$ cat config.mk
export PLATFORM = sky130hd
export DESIGN_NAME = mvt_matrix
export DESIGN_NICKNAME = d
export VERILOG_FILES = /design/src/sv/mvt_pkg.sv /design/src/sv/mvt_matrix.sv
export SDC_FILE = /design/constraint.sdc
export NUM_CORES = 1
export LEC_CHECK = 0
export BUFFER_PORTS_ARGS = -buffer_cell sky130_fd_sc_hd__buf_2
export CORE_AREA = 2 2 215 217
export DETAILED_ROUTE_END_ITERATION = 16
export DIE_AREA = 0 0 217 219
export GPL_TIMING_DRIVEN = 1
export HOLD_SLACK_MARGIN = 0.1
export PLACE_DENSITY = 0.72
export SYNTH_ARGS = -nofsm -noshare
export SYNTH_HDL_FRONTEND = slang
export SYNTH_SLANG_ARGS = --single-unit
$ cat constraint.sdc
create_clock -name clk -period 1.35 [get_ports clk]
set_input_delay 0.135 -clock clk [delete_from_list [all_inputs] [get_ports clk]]
set_output_delay 0.135 -clock clk [all_outputs]
set_load 0.1 [all_outputs]
$ cat src/sv/mvt_pkg.sv
// Shared types and constants for the matrix-vector transform unit.
// No dependencies; every other file in this block imports it.
package mvt_pkg;

  localparam int FRAC_BITS_DEF  = 16;
  localparam int WORD_WIDTH_DEF = 32;
  localparam int FIELD_W        = 32;
  localparam int MAT_DIM        = 4;
  localparam int MAT_DEPTH      = MAT_DIM * MAT_DIM;
  localparam int IDX_W          = $clog2(MAT_DEPTH);

  typedef enum logic [1:0] {
    OP_LOAD   = 2'd0,
    OP_VECTOR = 2'd1,
    OP_POINT  = 2'd2
  } op_t;

  typedef struct packed {
    logic [1:0]                operation;
    logic [IDX_W-1:0]          element_index;
    logic signed [FIELD_W-1:0] element_value;
    logic signed [FIELD_W-1:0] in_x;
    logic signed [FIELD_W-1:0] in_y;
    logic signed [FIELD_W-1:0] in_z;
    logic signed [FIELD_W-1:0] in_w;
  } in_req_t;

  typedef struct packed {
    logic signed [FIELD_W-1:0] out_x;
    logic signed [FIELD_W-1:0] out_y;
    logic signed [FIELD_W-1:0] out_z;
    logic signed [FIELD_W-1:0] out_w;
    logic                      overflow;
  } out_res_t;

  // Load enables for the three datapath stages of a row.
  typedef struct packed {
    logic s1;
    logic s2;
    logic s3;
  } pipe_en_t;

endpackage

$ cat src/sv/mvt_matrix.sv
// Matrix element store: sixteen registers, row-major, reset to identity.
// Depends on mvt_pkg.
module mvt_matrix
  import mvt_pkg::*;
#(
  parameter int WORD_WIDTH = WORD_WIDTH_DEF,
  parameter int FRAC_BITS  = FRAC_BITS_DEF,
  localparam int OW = (FRAC_BITS + 2 > WORD_WIDTH) ? FRAC_BITS + 2 : WORD_WIDTH
) (
  input  logic                      clk,
  input  logic                      rst_n,
  input  logic                      wr_en,
  input  logic [IDX_W-1:0]          wr_idx,
  input  logic signed [FIELD_W-1:0] wr_data,
  output logic signed [OW-1:0]      elem [MAT_DEPTH]
);

  localparam logic signed [OW-1:0] ONE = {{(OW-1){1'b0}}, 1'b1} << FRAC_BITS;

  logic signed [OW-1:0] elem_r [MAT_DEPTH];

  always_ff @(posedge clk) begin
    if (!rst_n) begin
      for (int i = 0; i < MAT_DEPTH; i++) begin
        elem_r[i] <= ((i >> 2) == (i & 3)) ? ONE : '0;
      end
    end else if (wr_en) begin
      // Only the low word bits are kept, sign-extended to the operand width.
      elem_r[wr_idx] <= OW'(signed'(wr_data[WORD_WIDTH-1:0]));
    end
  end

  assign elem = elem_r;

endmodule

[Word-level counts from Yosys, hierarchy flattened]
Cells that the tools add are included.
Word-level totals
  register bits: 512
  bits of input ports: 39
  output and inout port bits: 512
Operators by class
  muxes and demuxes: 3
  $lt $le $gt $ge: 2
  bitwise gates (word level): 1
  reduce and logical (&&, ||, !) cells: 1
Operators by type and width (number)
  $bwmux W512: 1
  $demux W32 S4: 1
  $mux W32: 1
  $ge A5 B5 Y1 const B: 1
  $lt A5 B1 Y1 const B: 1
  $not A4 Y5: 1
  $logic_and A1 B1 Y1: 1

[Logic depth before layout (Yosys ltp)]
Gate-level depths: netlist of the first run.
  depth after elaboration: 6
  gate-level depth with buffers: 6

[Worst setup path after synthesis of the first run]
OpenSTA, ideal clock, no wires.
  kind: reg-to-reg
  start point: reg elem_r, in the netlist elem[176]
  end point: reg elem_r, in the netlist elem[176]
  clock period less this slack: 1.330 ns
  library setup time: 0.106 ns
  buffers on the path: 0
  data arrival time: 1.224 ns
  cell stages (with the launch flop): 3
  path slack: 0.020 ns
  cells stage by stage: dfxtp_1 -> o21ai_0 -> o311ai_0
On the way
  cells in the longest elaborated chain, start to end: 1
RTL lines
  start, declared: RTL line mvt_matrix.sv:20  | logic signed [OW-1:0] elem_r [MAT_DEPTH];
  start signal, assigned by index: RTL line mvt_matrix.sv:25  | elem_r[i] <= ((i >> 2) == (i & 3)) ? ONE : '0;
  start signal, assigned by index: RTL line mvt_matrix.sv:29  | elem_r[wr_idx] <= OW'(signed'(wr_data[WORD_WIDTH-1:0]));
  $bwmux W512: RTL line mvt_matrix.sv:29
Every way passes these cells.
A chain may end at the register's enable or synchronous reset.

[Worst setup path in the final report of the first run]
  start point: in wr_idx[0]
  end point: reg elem_r, in the netlist elem[286]
On the way
  cells in the longest elaborated chain, start to end: 6
  elaborated cells on any way between the ends: 7
  those cells by class: order compare: 2; mux: 3; bitwise: 1; reduce/logical: 1
RTL lines
  start, declared: RTL line mvt_matrix.sv:13  | input logic [IDX_W-1:0] wr_idx,
  $not A4 Y5 (implied by the code) (*): RTL line mvt_matrix.sv:29
  $ge A5 B5 Y1 (implied by the code) or $lt A5 B1 Y1 (tied branches): RTL line mvt_matrix.sv:29
  $logic_and A1 B1 Y1 (implied by the code): RTL line mvt_matrix.sv:29
  $mux W32 (implied by the code): RTL line mvt_matrix.sv:29
  $demux W32 S4 (*): RTL line mvt_matrix.sv:29
  $bwmux W512 (*): RTL line mvt_matrix.sv:29
Mark *: on every way between the ends. The rest lies on a longest branch, timed or not.

==> impl_metrics.ini, run 1 <==
[run]
cap_violations = 0

[worst_hold_path]
worstHoldPathType = in2reg
hold_start = wr_idx[1]
min_to = elem[16]
hold_path_depth = 5

[critical_path]
path_common_cell = buf_6
critPathArrivalTime_ns = 2.07
r2r_setup_slack_ns = 0.25
max_stage_delay_ns = 0.58
crit_fanout = 8
reg2reg_depth = 2
reg2reg_to = elem[286]
required_ns = 1.78
worstPathCellList = dlygate4sd3_1 -> buf_6 -> nand2_2 -> buf_6 -> nor2_4 -> buf_12 -> mux2i_1
path_delay_family = buffers and inverters
crit_buf_inv = 4
start_kind = input port
critPathCaptureType = flop
critPathSlowestCell = dlygate4sd3_1
path_class = in2reg
r2r-start = elem[286]

[die]
fp.coreArea_mm2 = 0.0451
die_area_mm2 = 0.0475
ios = 551
row_count = 78
die_y_um = 219
start_util_pct = 40.4
die_w_um = 217

[cts]
htree_levels = 2
cts_tree = yes
clockBufferDepth = 3
cts-root-buf = clkbuf_16
cts_made_buffers = 51
cts_sinks = 512
cts.reportedPaths.clkPinSlew_ns = 0.07
insertion_delay_ns = 0.59

[route]
drcViolationCount = 0
drtIter0Drc = 1189
drtPass1Iterations = 5
routed_wirelength_um = 78100
viasPerCell = 5.45
ant_nets = 0
post_drt_wl_per_cell_um = 26.1
vias = 16300

[layout]
nFillCells = 2769
fin_cells = 2994
seq_area_mm2 = 0.0104
largest_reg_flops = 512
design_area_mm2 = 0.0302
syn_to_final_growth_pct = 65.7
fin_nets = 2392
final_common_cell = nand2_1
antenna_cells = 0
multi_input_area_mm2 = 0.00744
layout_common_cells = nand2_1 (541), mux2i_1 (498), dfxtp_1 (419), buf_6 (260), buf_12 (215)
layout-drive-gt1-share_pct = 36.5

[synth]
ys_seq_area_share_pct = 56.2
syn_avg_cell_area_um2 = 10.5
synth_top_area_share_pct = 56.2
yosysTopAreaCell = dfxtp_1
ys_ff_latch = 512
yosys_warnings = 0
synth_area_mm2 = 0.0182
synthCells = 1744
synth_area_leaders = dfxtp_1 (56%), mux2i_1 (28%), nand2_1 (11%)
synth_cell_types = 23
syn-num-nets = 1783

[place]
place.gp.congestion = 0.816
dp_cells = 2847
post_dp_cell_area_mm2 = 0.0226
portBuffers = 550
hpwlAfterDp_um = 40900

[sta]
max_slew_margin_pct = 61.9
layout_setup_ws_ns = -0.284
fin_worst_skew_ns = 0
finalSetupTns_ns = -1.04
hold_viol = 0
drv_slew = 0
finalCriticalPeriod_ns = 1.63
tightestPinTransition_ns = 0.555
setup_viol = 44
period_share_pct = 121
fmax_ghz = 0.612
holdWs_ns = 0.163

[global_route]
grt_pass1_vias = 16700
grt_use_total_pct = 27.2
antenna_found_initial = 0
gr-total-overflow = 0
grt_max_degree = 50
grt_pass1_wl_um = 99600

[run_status]
violations = negative setup slack
outcome = finished, violations left

[power]
cellLeakagePower_nw = 12.9
vdd_drop_max_mv = 1.29
p_per_area_mw_per_mm2 = 1140
area by class of cell:
type,count,share of cell area [%]
Tap cell,600,2.49
Inverter,2,0.0249
Sequential cell,512,34.3
Multi-Input combinational cell,1082,24.6
Clock buffer,72,4.93
Timing Repair Buffer,704,32.7
Clock inverter,22,0.870
metrics by stage:
| stage | setup slack, ns | util, % | total power, mW |
|---|---|---|---|
| after floorplan | 0.0201 | - | 17.9 |
| after global placement | -0.260 | 50.1 | 18.9 |
| after detailed placement | -0.282 | 50.1 | 18.9 |
| after CTS | 0.0000454 | 63.5 | 34.0 |
| after global routing | -0.237 | 67.0 | 35.1 |
| final | -0.284 | 67.0 | 34.4 |
worst max-delay path by stage:
stage	startpoint	end	cells past startpoint	slack, ns
2_1_floorplan	elem[176]	elem[176]	2	0.02
3_3_place_gp	wr_idx[3]	elem[463]	5	-0.26
3_5_place_dp	wr_idx[3]	elem[449]	5	-0.28
4_1_cts	elem[305]	elem[305]	1	0.00005
5_1_grt	wr_idx[0]	elem[286]	7	-0.24
6_report	wr_idx[0]	elem[286]	7	-0.28
report_power, final:
part / leakage [nW] / switching [mW] / internal (mW)
clock network: 0.849 / 6.37 / 8.67
logic: 7.89 / 2.66 / 1.19
registers: 4.18 / 0.197 / 15.3
logic make-up (layout without fill, tap and decap cells):
logic type | count (synthesis) | count (layout) | share of synthesized area, %
multiplexers | 508 | 508 | 27.9
flip-flops | 512 | 512 | 56.2
AO/OA/AOI/OAI | 7 | 7 | 0.261
buffers and inverters | 150 | 800 | 3.73
AND/OR/NAND/NOR | 567 | 567 | 11.9
timing repair:
item                       4_1_cts  5_1_grt
pin swaps                        0        5
resized for setup             1225      331
hold endpoints to repair       500        0
setup buffers                    0        5
hold buffers                    36        0
setup endpoints to repair      511      302
cloned                           0       12
per-layer routing:
layer,track usage [%],vias to the layer above,wire length (um)
met5,0,-,0
met4,18.3,0,5970
met3,6.33,359,5750
met2,48.6,943,38800
met1,28.6,8047,27500
li1,-,6961,-
cells in the mapped netlist:
cell and count:
o21ai_0 3, nand2_1 542, dfxtp_1 512, clkbuf_1 96, buf_1 1, o311ai_0 2
nor3_1 1, nor3b_1 1, nor2_2 1, buf_2 39, or2_2 1, nand3_1 2
or2_1 2, buf_4 6, nor2_1 9, or3b_1 1, nand3b_1 2, mux2i_1 508
or3_1 3, o211ai_1 2, nand2b_1 2, inv_1 2, buf_6 6
worst register-to-register path, stage by stage, from the launching register on:
cell and delay, ns:
dfxtp_1 0.37, nand2_1 0.12, mux2i_1 0.45
Power figures use the tool's default switching activity.
==> run 2, diff against run 1 <==
--- a/constraint.sdc
+++ b/constraint.sdc
@@ -3,2 +3,2 @@
 set_output_delay 0.135 -clock clk [all_outputs]
-set_load 0.1 [all_outputs]
+set_load 0.005 [all_outputs]
==> run 2 against run 1 <==
  * The flow now finishes without violations
  * Clock power barely moved
  * Non-clock buffer count fell by 16
  * Utilization fell by 12 points
  * Global-route usage fell by 3.7 points
  * First-iteration DRC count fell by 29%
  * Setup slack improved by 0.40 ns
  * Die area did not move
  * Critical path type unchanged
  * Critical endpoint is now elem[228]
  * Largest cell class unchanged
  * Largest power group unchanged
==> impl_metrics.ini, run 2 (synthesis gave the netlist of run 1 again) <==
[cts]
clockBufferDepth = 3
cts_sinks = 512
insertion_delay_ns = 0.58
cts-root-buf = clkbuf_16
htree_levels = 2
cts.reportedPaths.clkPinSlew_ns = 0.07
cts_tree = yes
cts_made_buffers = 52
postCtsSetupBuffers = 0

[global_route]
grt_pass1_vias = 14800
grt_max_degree = 50
grt_use_total_pct = 23.6
grt_pass1_wl_um = 86900
antenna_found_initial = 0
gr-total-overflow = 0

[sta]
finalCriticalPeriod_ns = 1.24
layout_setup_ws_ns = 0.114
fin_worst_skew_ns = 0
hold_viol = 0
setup_viol = 0
period_share_pct = 91.6
tightestPinTransition_ns = 0.376
max_slew_margin_pct = 74.9
drv_slew = 0
fmax_ghz = 0.809
grt_setup_unrepaired = no

[critical_path]
required_ns = 1.85
start_kind = input port
crit_fanout = 48
path_class = in2reg
critPathArrivalTime_ns = 1.74
critPathCaptureType = flop

[place]
hpwlAfterDp_um = 40800
portBuffers = 550
dp_cells = 2850
place.gp.congestion = 0.811
dp_slack_ns = -0.238

[route]
viasPerCell = 4.95
drtIter0Drc = 845
routed_wirelength_um = 58100
ant_nets = 0
drcViolationCount = 0
vias = 14700
post_drt_wl_per_cell_um = 19.5
drtPass1Iterations = 5

[die]
die_area_mm2 = 0.0475
die_y_um = 219
die_w_um = 217
fp.coreArea_mm2 = 0.0451
ios = 551
row_count = 78
start_util_pct = 40.4

[run_status]
outcome = completed

[layout]
fin_nets = 2377
antenna_cells = 0
layout_common_cells = buf_2 (549), nand2_1 (542), dfxtp_1 (512), mux2i_1 (508), clkbuf_16 (53)
layout-drive-gt1-share_pct = 31.7
largest_reg_flops = 512
fin_cells = 2977
final_common_cell = buf_2
syn_to_final_growth_pct = 35.4

[worst_hold_path]
worstHoldPathType = in2reg

[power]
vdd_drop_max_mv = 0.981
p_per_area_mw_per_mm2 = 1300
cellLeakagePower_nw = 12.0

[run]
cap_violations = 0
run 2: layer usage:
layer	track usage, %	share of wire [%]	vias up
met4	10.1	4.2	0
met5	0	0	-
met3	5.56	6.4	136
li1	-	-	6916
met1	27.1	39	7159
met2	41.9	50	533
run 2: worst paths after layout:
check	start	to	slack, ns	cells past startpoint
worst max-delay path	rst_n	elem[228]	0.11	6
worst min-delay path	wr_idx[0]	elem[503]	0.15	4
worst max register to register	elem[176]	elem[176]	0.68	2
worst min register to register	elem[342]	elem[342]	0.45	2
run 2: final cells by class:
class / count / area [um^2]
clock inverter: 21 / 269
sequential: 512 / 10200
tap: 600 / 751
multi-input combinational: 1082 / 7380
fill: 3916 / 20400
clock buffer: 72 / 1500
inverter: 2 / 7.51
timing repair buffer: 688 / 4540
run 2: repair_timing:
action / in CTS / in global routing
hold buffers: 34 / 0
setup endpoints to repair: 0 / 3
endpoints found under the hold margin: 509 / 0
resized for setup: 0 / 1
run 2: critical path: stages:
cell           delay [ns]
dlygate4sd3_1        0.56
buf_8                0.29
buf_12               0.23
buf_12               0.23
nand2_1              0.08
mux2i_1              0.16
run 2: metrics by stage:
| stage | total power, mW | cell area [um^2] | TNS (ns) | utilization, % | hold WS (ns) |
|---|---|---|---|---|---|
| after floorplan | 16.5 | 18200 | 0 | - | 0.297 |
| after CTS | 32.3 | 24700 | 0 | 54.8 | 0.120 |
| final | 32.1 | 24700 | 0 | 54.8 | 0.149 |
| after global routing | 33.1 | 24700 | 0 | 54.8 | 0.141 |
| after global placement | 17.5 | 22600 | -42.33 | 50.1 | 0.438 |
| after detailed placement | 17.5 | 22600 | -50.78 | 50.1 | 0.443 |
run 2: report_power, final:
part	switching, mW	internal, mW	leakage (nW)
Combinational	1.10	0.766	6.97
Sequential	0.102	15.3	4.13
Clock	5.97	8.88	0.877
Total	7.17	25.0	12.0
